==> src/rtl/core/strq_pkg.sv <==
package strq_pkg;

  localparam int QUEUE_DEPTH_DEF = 64;
  localparam int TAG_BITS_DEF    = 16;
  localparam int HANDLE_BITS_DEF = 32;

  localparam int CMD_W      = 2;
  localparam int STREAM_W   = 16;
  localparam int HANDLE_W   = 32;
  localparam int STATUS_W   = 2;
  localparam int LEVEL_W    = 7;
  localparam int IN_DATA_W  = 56;
  localparam int OUT_DATA_W = 64;

  localparam logic [CMD_W-1:0] CMD_PUT   = 2'd0;
  localparam logic [CMD_W-1:0] CMD_GET   = 2'd1;
  localparam logic [CMD_W-1:0] CMD_COUNT = 2'd2;

  localparam logic [STATUS_W-1:0] ST_OK   = 2'd0;
  localparam logic [STATUS_W-1:0] ST_FULL = 2'd1;
  localparam logic [STATUS_W-1:0] ST_NONE = 2'd2;

  // Controller to datapath.
  typedef struct packed {
    logic load;
    logic issue;
    logic accum;
    logic grab;
    logic move;
    logic commit;
  } ctl_cmd_t;

  // Datapath to controller.
  typedef struct packed {
    logic ptr_more;
    logic chk_vld;
    logic hit;
    logic out_free;
  } dp_stat_t;

endpackage

==> src/rtl/core/strq_ctrl.sv <==
module strq_ctrl (
  input  logic                        clk,
  input  logic                        rst_n,
  input  logic                        in_tvalid,
  input  logic [strq_pkg::CMD_W-1:0]  in_cmd,
  output logic                        in_tready,
  input  strq_pkg::dp_stat_t          stat,
  output strq_pkg::ctl_cmd_t          cmd
);

  typedef enum logic [3:0] {
    S_IDLE   = 4'b0001,
    S_SCAN   = 4'b0010,
    S_SHIFT  = 4'b0100,
    S_FINISH = 4'b1000
  } state_t;

  state_t state_r;
  state_t state_nxt;

  always_comb begin
    state_nxt = state_r;
    cmd       = '0;
    in_tready = (state_r == S_IDLE);
    case (state_r)
      S_IDLE: begin
        if (in_tvalid) begin
          cmd.load = 1'b1;
          if (in_cmd == strq_pkg::CMD_GET || in_cmd == strq_pkg::CMD_COUNT) begin
            state_nxt = S_SCAN;
          end else begin
            state_nxt = S_FINISH;
          end
        end
      end
      S_SCAN: begin
        cmd.accum = 1'b1;
        if (stat.hit) begin
          // stop reading; the gap closes from the hit onward
          cmd.grab  = 1'b1;
          state_nxt = S_SHIFT;
        end else begin
          cmd.issue = stat.ptr_more;
          if (!stat.ptr_more && !stat.chk_vld) begin
            state_nxt = S_FINISH;
          end
        end
      end
      S_SHIFT: begin
        cmd.move  = 1'b1;
        cmd.issue = stat.ptr_more;
        if (!stat.ptr_more && !stat.chk_vld) begin
          state_nxt = S_FINISH;
        end
      end
      S_FINISH: begin
        // hold until the output register can take the result
        if (stat.out_free) begin
          cmd.commit = 1'b1;
          state_nxt  = S_IDLE;
        end
      end
      default: begin
        state_nxt = S_IDLE;
      end
    endcase
  end

  always_ff @(posedge clk) begin
    if (!rst_n) begin
      state_r <= S_IDLE;
    end else begin
      state_r <= state_nxt;
    end
  end

endmodule

==> src/rtl/core/strq_dpath.sv <==
module strq_dpath #(
  parameter int QUEUE_DEPTH = strq_pkg::QUEUE_DEPTH_DEF,
  parameter int TAG_BITS    = strq_pkg::TAG_BITS_DEF,
  parameter int HANDLE_BITS = strq_pkg::HANDLE_BITS_DEF
) (
  input  logic                           clk,
  input  logic                           rst_n,
  input  strq_pkg::ctl_cmd_t             cmd,
  output strq_pkg::dp_stat_t             stat,
  input  logic [strq_pkg::CMD_W-1:0]     in_cmd,
  input  logic [strq_pkg::STREAM_W-1:0]  in_stream,
  input  logic                           in_error,
  input  logic [strq_pkg::HANDLE_W-1:0]  in_handle,
  output logic                           out_tvalid,
  input  logic                           out_tready,
  output logic [strq_pkg::STATUS_W-1:0]  out_status,
  output logic [strq_pkg::LEVEL_W-1:0]   out_fill,
  output logic [strq_pkg::LEVEL_W-1:0]   out_count,
  output logic [strq_pkg::HANDLE_W-1:0]  out_handle,
  output logic                           out_error,
  output logic [strq_pkg::STREAM_W-1:0]  out_stream
);

  localparam int AW = $clog2(QUEUE_DEPTH);
  localparam int CW = $clog2(QUEUE_DEPTH + 1);
  localparam int TW = (TAG_BITS < strq_pkg::STREAM_W) ? TAG_BITS : strq_pkg::STREAM_W;
  localparam int HW = (HANDLE_BITS < strq_pkg::HANDLE_W) ? HANDLE_BITS : strq_pkg::HANDLE_W;

  typedef struct packed {
    logic [TW-1:0] tag;
    logic          err;
    logic [HW-1:0] hdl;
  } entry_t;

  entry_t mem [QUEUE_DEPTH];

  logic [CW-1:0]               total_r;
  logic [CW-1:0]               total_nxt;
  logic [CW-1:0]               ptr_r;
  logic [CW-1:0]               cnt_r;
  logic [AW-1:0]               chk_idx_r;
  logic                        chk_vld_r;
  logic                        found_r;
  entry_t                      rd_data_r;
  entry_t                      hit_r;
  entry_t                      req_ent_r;
  logic [strq_pkg::CMD_W-1:0]  req_cmd_r;
  logic                        out_valid_r;

  logic [strq_pkg::STATUS_W-1:0] status_nxt;
  logic [strq_pkg::LEVEL_W-1:0]  count_nxt;
  logic [strq_pkg::HANDLE_W-1:0] hdl_nxt;
  logic                          err_nxt;
  logic [strq_pkg::STREAM_W-1:0] tag_nxt;

  logic [strq_pkg::STATUS_W-1:0] out_status_r;
  logic [strq_pkg::LEVEL_W-1:0]  out_fill_r;
  logic [strq_pkg::LEVEL_W-1:0]  out_count_r;
  logic [strq_pkg::HANDLE_W-1:0] out_handle_r;
  logic                          out_error_r;
  logic [strq_pkg::STREAM_W-1:0] out_stream_r;

  logic          full;
  logic          tag_eq;
  logic          wr_en;
  logic [AW-1:0] wr_addr;
  entry_t        wr_data;

  assign full   = (total_r == CW'(QUEUE_DEPTH));
  assign tag_eq = (rd_data_r.tag == req_ent_r.tag);

  assign stat.ptr_more = (ptr_r < total_r);
  assign stat.chk_vld  = chk_vld_r;
  assign stat.hit      = (req_cmd_r == strq_pkg::CMD_GET) && chk_vld_r &&
                         (rd_data_r.err || tag_eq);
  assign stat.out_free = !out_valid_r || out_tready;

  // Shift writes land one slot below the entry just read; a put writes at the tail.
  assign wr_en   = (cmd.move && chk_vld_r) ||
                   (cmd.commit && req_cmd_r == strq_pkg::CMD_PUT && !full);
  assign wr_addr = cmd.move ? (chk_idx_r - AW'(1)) : total_r[AW-1:0];
  assign wr_data = cmd.move ? rd_data_r : req_ent_r;

  always_comb begin
    total_nxt  = total_r;
    status_nxt = strq_pkg::ST_OK;
    count_nxt  = '0;
    hdl_nxt    = '0;
    err_nxt    = 1'b0;
    tag_nxt    = '0;
    case (req_cmd_r)
      strq_pkg::CMD_PUT: begin
        if (full) begin
          status_nxt = strq_pkg::ST_FULL;
        end else begin
          total_nxt = total_r + CW'(1);
        end
      end
      strq_pkg::CMD_GET: begin
        if (found_r) begin
          total_nxt = total_r - CW'(1);
          hdl_nxt   = strq_pkg::HANDLE_W'(hit_r.hdl);
          err_nxt   = hit_r.err;
          tag_nxt   = strq_pkg::STREAM_W'(hit_r.tag);
        end else begin
          status_nxt = strq_pkg::ST_NONE;
        end
      end
      strq_pkg::CMD_COUNT: begin
        count_nxt = strq_pkg::LEVEL_W'(cnt_r);
      end
      default: begin
      end
    endcase
  end

  always_ff @(posedge clk) begin
    if (!rst_n) begin
      total_r     <= '0;
      ptr_r       <= '0;
      cnt_r       <= '0;
      chk_vld_r   <= 1'b0;
      found_r     <= 1'b0;
      out_valid_r <= 1'b0;
    end else begin
      chk_vld_r <= cmd.issue;
      if (cmd.load) begin
        ptr_r   <= '0;
        cnt_r   <= '0;
        found_r <= 1'b0;
      end else if (cmd.grab) begin
        ptr_r   <= CW'(chk_idx_r) + CW'(1);
        found_r <= 1'b1;
      end else if (cmd.issue) begin
        ptr_r <= ptr_r + CW'(1);
      end
      if (cmd.accum && chk_vld_r && tag_eq) begin
        cnt_r <= cnt_r + CW'(1);
      end
      if (cmd.commit) begin
        total_r <= total_nxt;
      end
      if (cmd.commit) begin
        out_valid_r <= 1'b1;
      end else if (out_tready) begin
        out_valid_r <= 1'b0;
      end
    end
  end

  always_ff @(posedge clk) begin
    if (wr_en) begin
      mem[wr_addr] <= wr_data;
    end
    if (cmd.issue) begin
      rd_data_r <= mem[ptr_r[AW-1:0]];
      chk_idx_r <= ptr_r[AW-1:0];
    end
  end

  always_ff @(posedge clk) begin
    if (cmd.load) begin
      req_cmd_r     <= in_cmd;
      req_ent_r.tag <= in_stream[TW-1:0];
      req_ent_r.err <= in_error;
      req_ent_r.hdl <= in_handle[HW-1:0];
    end
    if (cmd.grab) begin
      hit_r <= rd_data_r;
    end
    if (cmd.commit) begin
      out_status_r <= status_nxt;
      out_fill_r   <= strq_pkg::LEVEL_W'(total_nxt);
      out_count_r  <= count_nxt;
      out_handle_r <= hdl_nxt;
      out_error_r  <= err_nxt;
      out_stream_r <= tag_nxt;
    end
  end

  assign out_tvalid = out_valid_r;
  assign out_status = out_status_r;
  assign out_fill   = out_fill_r;
  assign out_count  = out_count_r;
  assign out_handle = out_handle_r;
  assign out_error  = out_error_r;
  assign out_stream = out_stream_r;

endmodule

==> src/rtl/core/stream_tagged_response_queue_core.sv <==
// Tagged response queue. Requests enter on the in_ stream: in_tuser carries the
// command (put, get oldest tag match or error entry, count tag matches), in_tdata
// the stream tag, the error flag and the message handle. Each request yields
// exactly one result on the out_ stream: out_tuser carries the status, out_tdata
// the fill level, the match count and, for a get, the removed entry.
// One request is worked at a time. A put (or an unused command) goes from
// acceptance straight to the final step, where the result register loads, and
// the next request waits until then. A get or a count walks the entry memory
// one slot per cycle through its single read port: a count or a miss scans
// every held entry; a hit at slot k stops the scan there, then each later entry
// is moved down one slot to close the gap.
// The next request is accepted the cycle after the result register loads.
// The result sits in an output register; the next request is accepted while it
// waits, and a stalled out_tready only holds the block in its final step.
// Reset empties the queue (fill count to zero) and clears the control state;
// the entry memory itself is not cleared and needs no clearing pass.
module stream_tagged_response_queue_core #(
  parameter int QUEUE_DEPTH = strq_pkg::QUEUE_DEPTH_DEF,
  parameter int TAG_BITS    = strq_pkg::TAG_BITS_DEF,
  parameter int HANDLE_BITS = strq_pkg::HANDLE_BITS_DEF
) (
  input  logic                             clk,
  input  logic                             rst_n,
  input  logic                             in_tvalid,
  output logic                             in_tready,
  // stream_id[15:0], error_flag[16], message_handle[48:17], zero[55:49]
  input  logic [strq_pkg::IN_DATA_W-1:0]   in_tdata,
  // cmd[1:0]
  input  logic [strq_pkg::CMD_W-1:0]       in_tuser,
  output logic                             out_tvalid,
  input  logic                             out_tready,
  // fill_level[6:0], match_count[13:7], out_handle[45:14], out_error[46],
  // out_stream[62:47], zero[63]
  output logic [strq_pkg::OUT_DATA_W-1:0]  out_tdata,
  // status[1:0]
  output logic [strq_pkg::STATUS_W-1:0]    out_tuser
);

  strq_pkg::ctl_cmd_t ctl_cmd;
  strq_pkg::dp_stat_t dp_stat;

  logic [strq_pkg::LEVEL_W-1:0]  res_fill;
  logic [strq_pkg::LEVEL_W-1:0]  res_count;
  logic [strq_pkg::HANDLE_W-1:0] res_handle;
  logic                          res_error;
  logic [strq_pkg::STREAM_W-1:0] res_stream;

  strq_ctrl u_ctrl (
    .clk       (clk),
    .rst_n     (rst_n),
    .in_tvalid (in_tvalid),
    .in_cmd    (in_tuser),
    .in_tready (in_tready),
    .stat      (dp_stat),
    .cmd       (ctl_cmd)
  );

  strq_dpath #(
    .QUEUE_DEPTH (QUEUE_DEPTH),
    .TAG_BITS    (TAG_BITS),
    .HANDLE_BITS (HANDLE_BITS)
  ) u_dpath (
    .clk        (clk),
    .rst_n      (rst_n),
    .cmd        (ctl_cmd),
    .stat       (dp_stat),
    .in_cmd     (in_tuser),
    .in_stream  (in_tdata[15:0]),
    .in_error   (in_tdata[16]),
    .in_handle  (in_tdata[48:17]),
    .out_tvalid (out_tvalid),
    .out_tready (out_tready),
    .out_status (out_tuser),
    .out_fill   (res_fill),
    .out_count  (res_count),
    .out_handle (res_handle),
    .out_error  (res_error),
    .out_stream (res_stream)
  );

  assign out_tdata = {1'b0, res_stream, res_error, res_handle, res_count, res_fill};

endmodule

==> config.mk <==
export PLATFORM = sky130hd
export DESIGN_NAME = stream_tagged_response_queue_core
export DESIGN_NICKNAME = d
export VERILOG_FILES = /design/src/rtl/core/strq_pkg.sv /design/src/rtl/core/strq_ctrl.sv /design/src/rtl/core/strq_dpath.sv /design/src/rtl/core/stream_tagged_response_queue_core.sv
export SDC_FILE = /design/constraint.sdc
export NUM_CORES = 2
export LEC_CHECK = 0
export ABC_AREA = 1
export BUFFER_PORTS_ARGS = -buffer_cell sky130_fd_sc_hd__buf_4
export CORE_MARGIN = 4
export CORE_UTILIZATION = 35
export CTS_CLUSTER_SIZE = 25
export DETAILED_ROUTE_END_ITERATION = 10
export PLACE_DENSITY = 0.57
export SYNTH_ARGS = -nofsm -noshare
export SYNTH_HDL_FRONTEND = slang
export SYNTH_SLANG_ARGS = --single-unit
==> constraint.sdc <==
create_clock -name clk -period 5.8 [get_ports clk]
set_input_delay 0.29 -clock clk [delete_from_list [all_inputs] [get_ports clk]]
set_output_delay 0.29 -clock clk [all_outputs]
set_load 0.02 [all_outputs]
# Yosys cells after proc, flatten, opt, wreduce, memory -nomap -nowiden
# Memory sizes are Yosys's and may differ from the RTL's. A register that Yosys moved wholly into a read port is not among the register bits.
# Index checks and enable logic that the tools add are counted.
totals:
  ff_bits: 199
  memories: 1
  mem_bits_rw: 3136
  elab_cells: 96
  input_bits: 62
op_classes:
  n_addsub: 6
  n_reduce_logical: 23
  magnitude_cmp: 1
  muxes: 31
  bitwise_logic: 1
  n_eq_ne: 12
memory_table:
  columns: ["name", "depth", "word_bits", "rd", "rd_ports_with_merged_regs", "write_ports", "line_no", "rtl"]
  rows:
  - ["u_dpath.mem", 64, 49, 1, 1, 1, "strq_dpath.sv:35", "entry_t mem [QUEUE_DEPTH];"]
ops:
  columns: ["op", "count"]
  rows:
  - ["49-bit 2-to-1 mux", 1]
  - ["7-bit 2-to-1 mux", 6]
  - ["7-bit by 1-bit adder with 7-bit output (second input constant)", 3]
  - ["4-bit 2-to-1 mux", 5]
  - ["16-bit equality test", 1]
  - ["4-bit case mux with 4 select lines", 1]
  - ["7-bit case mux with 2 select lines", 1]
  - ["1-bit 2-to-1 mux", 12]
  - ["1-bit logical AND", 8]
  - ["6-bit by 1-bit adder with 7-bit output (second input constant)", 1]
  - ["7-bit equality test (second input constant)", 1]
  - ["7-bit less-than comparator", 1]
  - ["7-bit by 1-bit subtractor with 7-bit output (second input constant)", 1]
  - ["6-bit 2-to-1 mux", 1]
  - ["2-bit nonzero test", 3]
  - ["6-bit by 1-bit subtractor with 6-bit output (second input constant)", 1]
  - ["2-bit by 1-bit equality test with 1-bit output (second input constant)", 2]
  - ["2-bit equality test (second input constant)", 2]
  - ["4-bit by 1-bit equality test with 1-bit output (second input constant)", 1]
  - ["4-bit by 2-bit equality test with 1-bit output (second input constant)", 1]
  - ["4-bit by 3-bit equality test with 1-bit output (second input constant)", 1]
  - ["4-bit equality test (second input constant)", 1]
  - ["1-bit logical NOT", 4]
  - ["1-bit logical OR", 4]
  - ["8 further kinds", 11]

# Logic depth before layout (Yosys ltp)
depth:
  ltp_word: 9
  mapped_depth: 18
  ltp_nobuf: 18

# Hierarchy
# A second synthesis with hierarchy kept.
hier_totals:
  cells_unflattened: 11173
  hier_area_um2: 135322.3
modules_own_cells:
  columns: ["mod", "cells_per_inst", "n_inst", "area_per_inst_um2"]
  rows:
  - ["strq_dpath", 11118, 1, 134955.7]
  - ["strq_ctrl", 52, 1, 347.8]
  - ["stream_tagged_response_queue_core", 3, 1, 18.8]

# Worst setup path after synthesis
# OpenSTA, ideal clock, no wires.
synth_path:
  kind: "reg-to-reg"
  startpoint: "register u_ctrl.state_r[0]"
  endpoint: "memory u_dpath.mem[0][40] (netlist name), data pin"
  path_buffers: 2
  path_slack_ns: 1.655
  setup_time_ns: 0.702
  t_arrival_ns: 3.443
  t_required_ns: 5.098
  synth_period_minus_slack_ns: 4.145
  path_stages_with_launch: 6
  path_cell_list: "dfxtp_1 -> nor2_1 -> nand3_1 -> clkbuf_1 -> clkbuf_1 -> o21ai_0"
synth_rtl:
  columns: ["element", "line_no", "rtl"]
  rows:
  - ["from (decl)", "strq_ctrl.sv:18", "state_t state_r;"]
  - ["from (signal assigned)", "strq_ctrl.sv:73", "state_r <= state_nxt;"]
  - ["to (decl)", "strq_dpath.sv:35", null]

# Worst setup path in the final report
layout_path:
  startpoint: "register u_ctrl.state_r[0]"
  endpoint: "memory u_dpath.mem[44][13] (netlist name), enable pin"
layout_between:
  elab_chain_cells: 7
  word_cells_on_any_way: 11
  cone_classes: "2 x eq/ne; 5 x mux; 4 x reduce/logical"
layout_lines:
  columns: ["element", "line_no", "rtl"]
  rows:
  - ["4-bit equality test", "strq_ctrl.sv:25", "case (state_r)"]
  - ["1-bit 2-to-1 mux", "strq_ctrl.sv:25", null]
  - ["1-bit logical AND (2 in a row)", "strq_dpath.sv:80", "(cmd.commit && req_cmd_r == strq_pkg::CMD_PUT && !full);"]
  - ["1-bit logical OR", "strq_dpath.sv:79", "assign wr_en = (cmd.move && chk_vld_r) ||"]
  - ["1-bit 2-to-1 mux", "strq_dpath.sv:152", "if (wr_en) begin"]
  - ["1-bit 2-to-1 mux (implied by the code)", "strq_dpath.sv:153", "mem[wr_addr] <= wr_data;"]
# Parallel ways exist; a longest one is shown, timed or not.

==> results_dict.tcl <==
set metrics [dict create \
    routed_via_density 5.61 \
    synth_xor_area_share_pct 0.0994 \
    maxSlewHeadroom_pct 16.7 \
    setup_violations 0 \
    synth_mux_area_share_pct 0 \
    synth_common_cells "3356 x edfxtp_1, 2246 x nor2_1, 1901 x o21ai_0" \
    drive_above_1_share_pct 10.1 \
    whs_endpoint "u_dpath.req_ent_r[8]$_DFFE_PP_" \
    clk_pin_slew_worst_paths_ns 0.06 \
    leakagePower_uw 0.0491 \
    netlist_area_sq_um 132000 \
    synth_top_family_by_area "compound AO/OA/AOI/OAI gates" \
    ir_drop_v 0.000229 \
    initial_core_util_pct 35.2 \
    hold_violations 0 \
    wl_met2_microns 187000 \
    placed_area_sq_um 140000 \
    timing.fmax_mhz 208 \
    clk_path_buf_depth 4 \
    met3_length_microns 36400 \
    cts_resized 0 \
    seq_power_share_pct 53.9 \
    start_kind "flop" \
    fp.dieW_microns 623 \
    drt_first_pass_iters 6 \
    postCtsSetupRepairBufs 0 \
    synth_top_area_share_pct 76.2 \
    slew_viol_final 0 \
    gr-total-overflow 0 \
    die_h_microns 623 \
    worstPathRequired_ns 6.31 \
    core_sq_um 376000 \
    tns_ns 0 \
    final_cell_area_sq_um 152000 \
    reg2reg_slack_ns 0.98 \
    min_path_type "in2reg" \
    layout.nets 10200 \
    worst_pin_slew_ns 1.25 \
    finalWorstSetupSlack_ns 0.983 \
    ios 130 \
    syn_avg_cell_area_sq_um 13.3 \
    drt_iter0_drc 10800 \
    dieArea_sq_um 388000 \
    cap_violations 0 \
    hold_buffers 55 \
    grt_usage_pct 19.7 \
    synthSimpleGateAreaFrac_pct 7.41 \
    num_rows 225 \
    path_class "reg2reg" \
    ctsRootBufferMaster "clkbuf_16" \
    finClkSkew_ns 0.0716 \
    routed_wl_microns 401000 \
    drc 0 \
    antenna_found_initial 15 \
    endpoint_kind "flop" \
    cts_tree "done" \
    yosysWarnings 0 \
    routabilityCongestion 0.847 \
    clock_latency_ns 0.92 \
    port_buffers 121 \
    syn-instance-count 9965 \
    fin_crit_ns 4.82 \
    ys_types 40 \
    holdCritStartpoint "in_tdata[25]" \
    cts_buffers 352 \
    clkPwrFrac_pct 43.1 \
    wl_per_cell_microns 26.0 \
    drtAntennaViolNets 0 \
    grt_pass1_wl_microns 571000 \
    via_count 86300 \
    worstPathArrival_ns 5.33 \
    p_comb_share_pct 3.0 \
    grt_max_degree 166 \
    yosysMostFrequentCell "edfxtp_1" \
    h-tree-depth 5 \
    pre_cts_ws_ns 1.09 \
    p_int_uw 40300 \
    worstHoldPathCells 2 \
    dp.final_hpwl_microns 215000 \
    synth-compound-area-share_pct 12.9 \
    wl_met1_microns 165000 \
    synth_flop_cell "edfxtp_1" \
    rsz0062_at_grt "no" \
    status "complete, no violations" \
    r2r_start "u_ctrl.state_r[0]$_SDFFE_PN1P_" \
    synth.area.top_cells "edfxtp_1 76%, o21ai_0 7.2%, nor2_1 6.4%" \
    power.switching_uw 10700 \
    fin_crit_sh_pct 83.1 \
    yosysSeqAreaShare_pct 76.7 \
    r2r_cells 10 \
    r2r-end "u_dpath.mem[44][13]$_DFFE_PP_" \
    sw_frac_of_total_pct 21.0 \
    fillerInstances 34300 \
    synth_nets 10000 \
    cts.sinks 3384 \
    p_per_area_nw_per_um2 336 \
    netlist.top_cell.by_area "edfxtp_1" \
    grt_pass1_vias 81300 \
    synthArstFlopShare_pct 0 \
    area.growth.synth_to_final_pct 15.0 \
    synth_seq_cells 3384 \
    synth_fa_ha_area_share_pct 0.104 \
    top_layer "met5" \
    synth_edf_count 3356 \
    cp_max_fo 34 \
]
[cell usage in the layout, fill, tap and decap left out, types with 28 or more instances in the layout]
master,count
clkinv_2,63
clkinv_1,86
buf_4,380
clkbuf_1,78
edfxtp_1,3356
bufinv_16,28
inv_1,137
o21ai_1,138
o21ai_0,1884
nor2_4,65
a21oi_1,33
buf_12,65
dlygate4sd3_1,55
o32ai_1,44
clkbuf_16,357
nand2_1,276
o22ai_1,973
nor2_1,2181
[per-stage QoR]
stage / util [%] / cells / total power (uW) / hold WS, ns
6_report: 40.4 / 15400 / 51100 / 0.101
5_1_grt: 40.4 / 15400 / 52500 / 0.0596
4_1_cts: 40.4 / 15400 / 51400 / 0.0205
3_5_place_dp: 37.3 / 14700 / 29500 / 0.442
3_3_place_gp: 37.3 / 14700 / 29500 / 0.437
2_1_floorplan: - / 9965 / 28800 / 0.375
[routing by layer]
layer / track usage [%] / vias to the layer above
met3: 3.02 / 664
li1: - / 37500
met5: 0 / -
met2: 32.1 / 4448
met1: 27.5 / 43700
met4: 5.63 / 2
[flip-flops by register name, summed over array words and instances (netlist names), 2 cells and up]
register	count
u_ctrl.state_r	4
u_dpath.chk_idx_r	6
u_dpath.cnt_r	7
u_dpath.hit_r	49
u_dpath.mem	3136
u_dpath.out_count	7
u_dpath.out_fill	7
u_dpath.out_handle	32
u_dpath.out_status	2
u_dpath.out_stream	16
u_dpath.ptr_r	7
u_dpath.rd_data_r	49
u_dpath.req_cmd_r	2
u_dpath.req_ent_r	49
u_dpath.total_r	7
[layout make-up]
class,instances,area [sq um],area share [%]
timing repair buffer,500,4700,3.10
antenna,8,20.0,0.0132
tap,4994,6250,4.11
clock inverter,203,1930,1.27
inverter,151,606,0.399
sequential,3384,101000,66.7
clock buffer,436,9240,6.08
multi-input combinational,5723,27800,18.3
[power by group through the flow]
stage	clock network (uW)	logic [uW]	registers, uW
floorplan	0	696	28100
global placement	0	1440	28000
detailed placement	0	1500	28000
CTS	22300	1540	27500
global route	23400	1660	27500
finish	22000	1550	27500
[worst max path at each step]
stage	from	end	slack, ns	cells past startpoint
CTS	u_ctrl.state_r[0]$_SDFFE_PN1P_	u_dpath.mem[45][11]$_DFFE_PP_	1.02	10
detailed placement	u_ctrl.state_r[0]$_SDFFE_PN1P_	u_dpath.mem[45][19]$_DFFE_PP_	1.09	10
global placement	u_ctrl.state_r[0]$_SDFFE_PN1P_	u_dpath.mem[44][23]$_DFFE_PP_	1.06	10
finish	u_ctrl.state_r[0]$_SDFFE_PN1P_	u_dpath.mem[44][13]$_DFFE_PP_	0.98	10
global route	u_ctrl.state_r[0]$_SDFFE_PN1P_	u_dpath.mem[45][11]$_DFFE_PP_	0.85	10
floorplan	u_ctrl.state_r[0]$_SDFFE_PN1P_	u_dpath.mem[0][40]$_DFFE_PP_	1.66	5
[critical path, cell delays in order, from the launching register on]
cell	delay, ns
dfxtp_1	0.36
nor2_1	0.19
nand3_4	0.42
inv_2	0.54
nand2_1	0.09
o21ai_0	0.26
inv_1	0.17
nor2_1	0.19
nand3_1	0.76
nor2_4	0.93
buf_12	0.38
[kinds of logic (layout without fill, tap and decap cells)]
logic type	count (synthesis)	after routing
AND/OR/NAND/NOR	2581	2581
adder cells (fa/ha/maj)	11	11
other	1	9
XOR/XNOR	15	15
buffers and inverters	858	1290
flip-flops	3384	3384
AO/OA/AOI/OAI	3115	3115
Power figures use the tool's default switching activity.
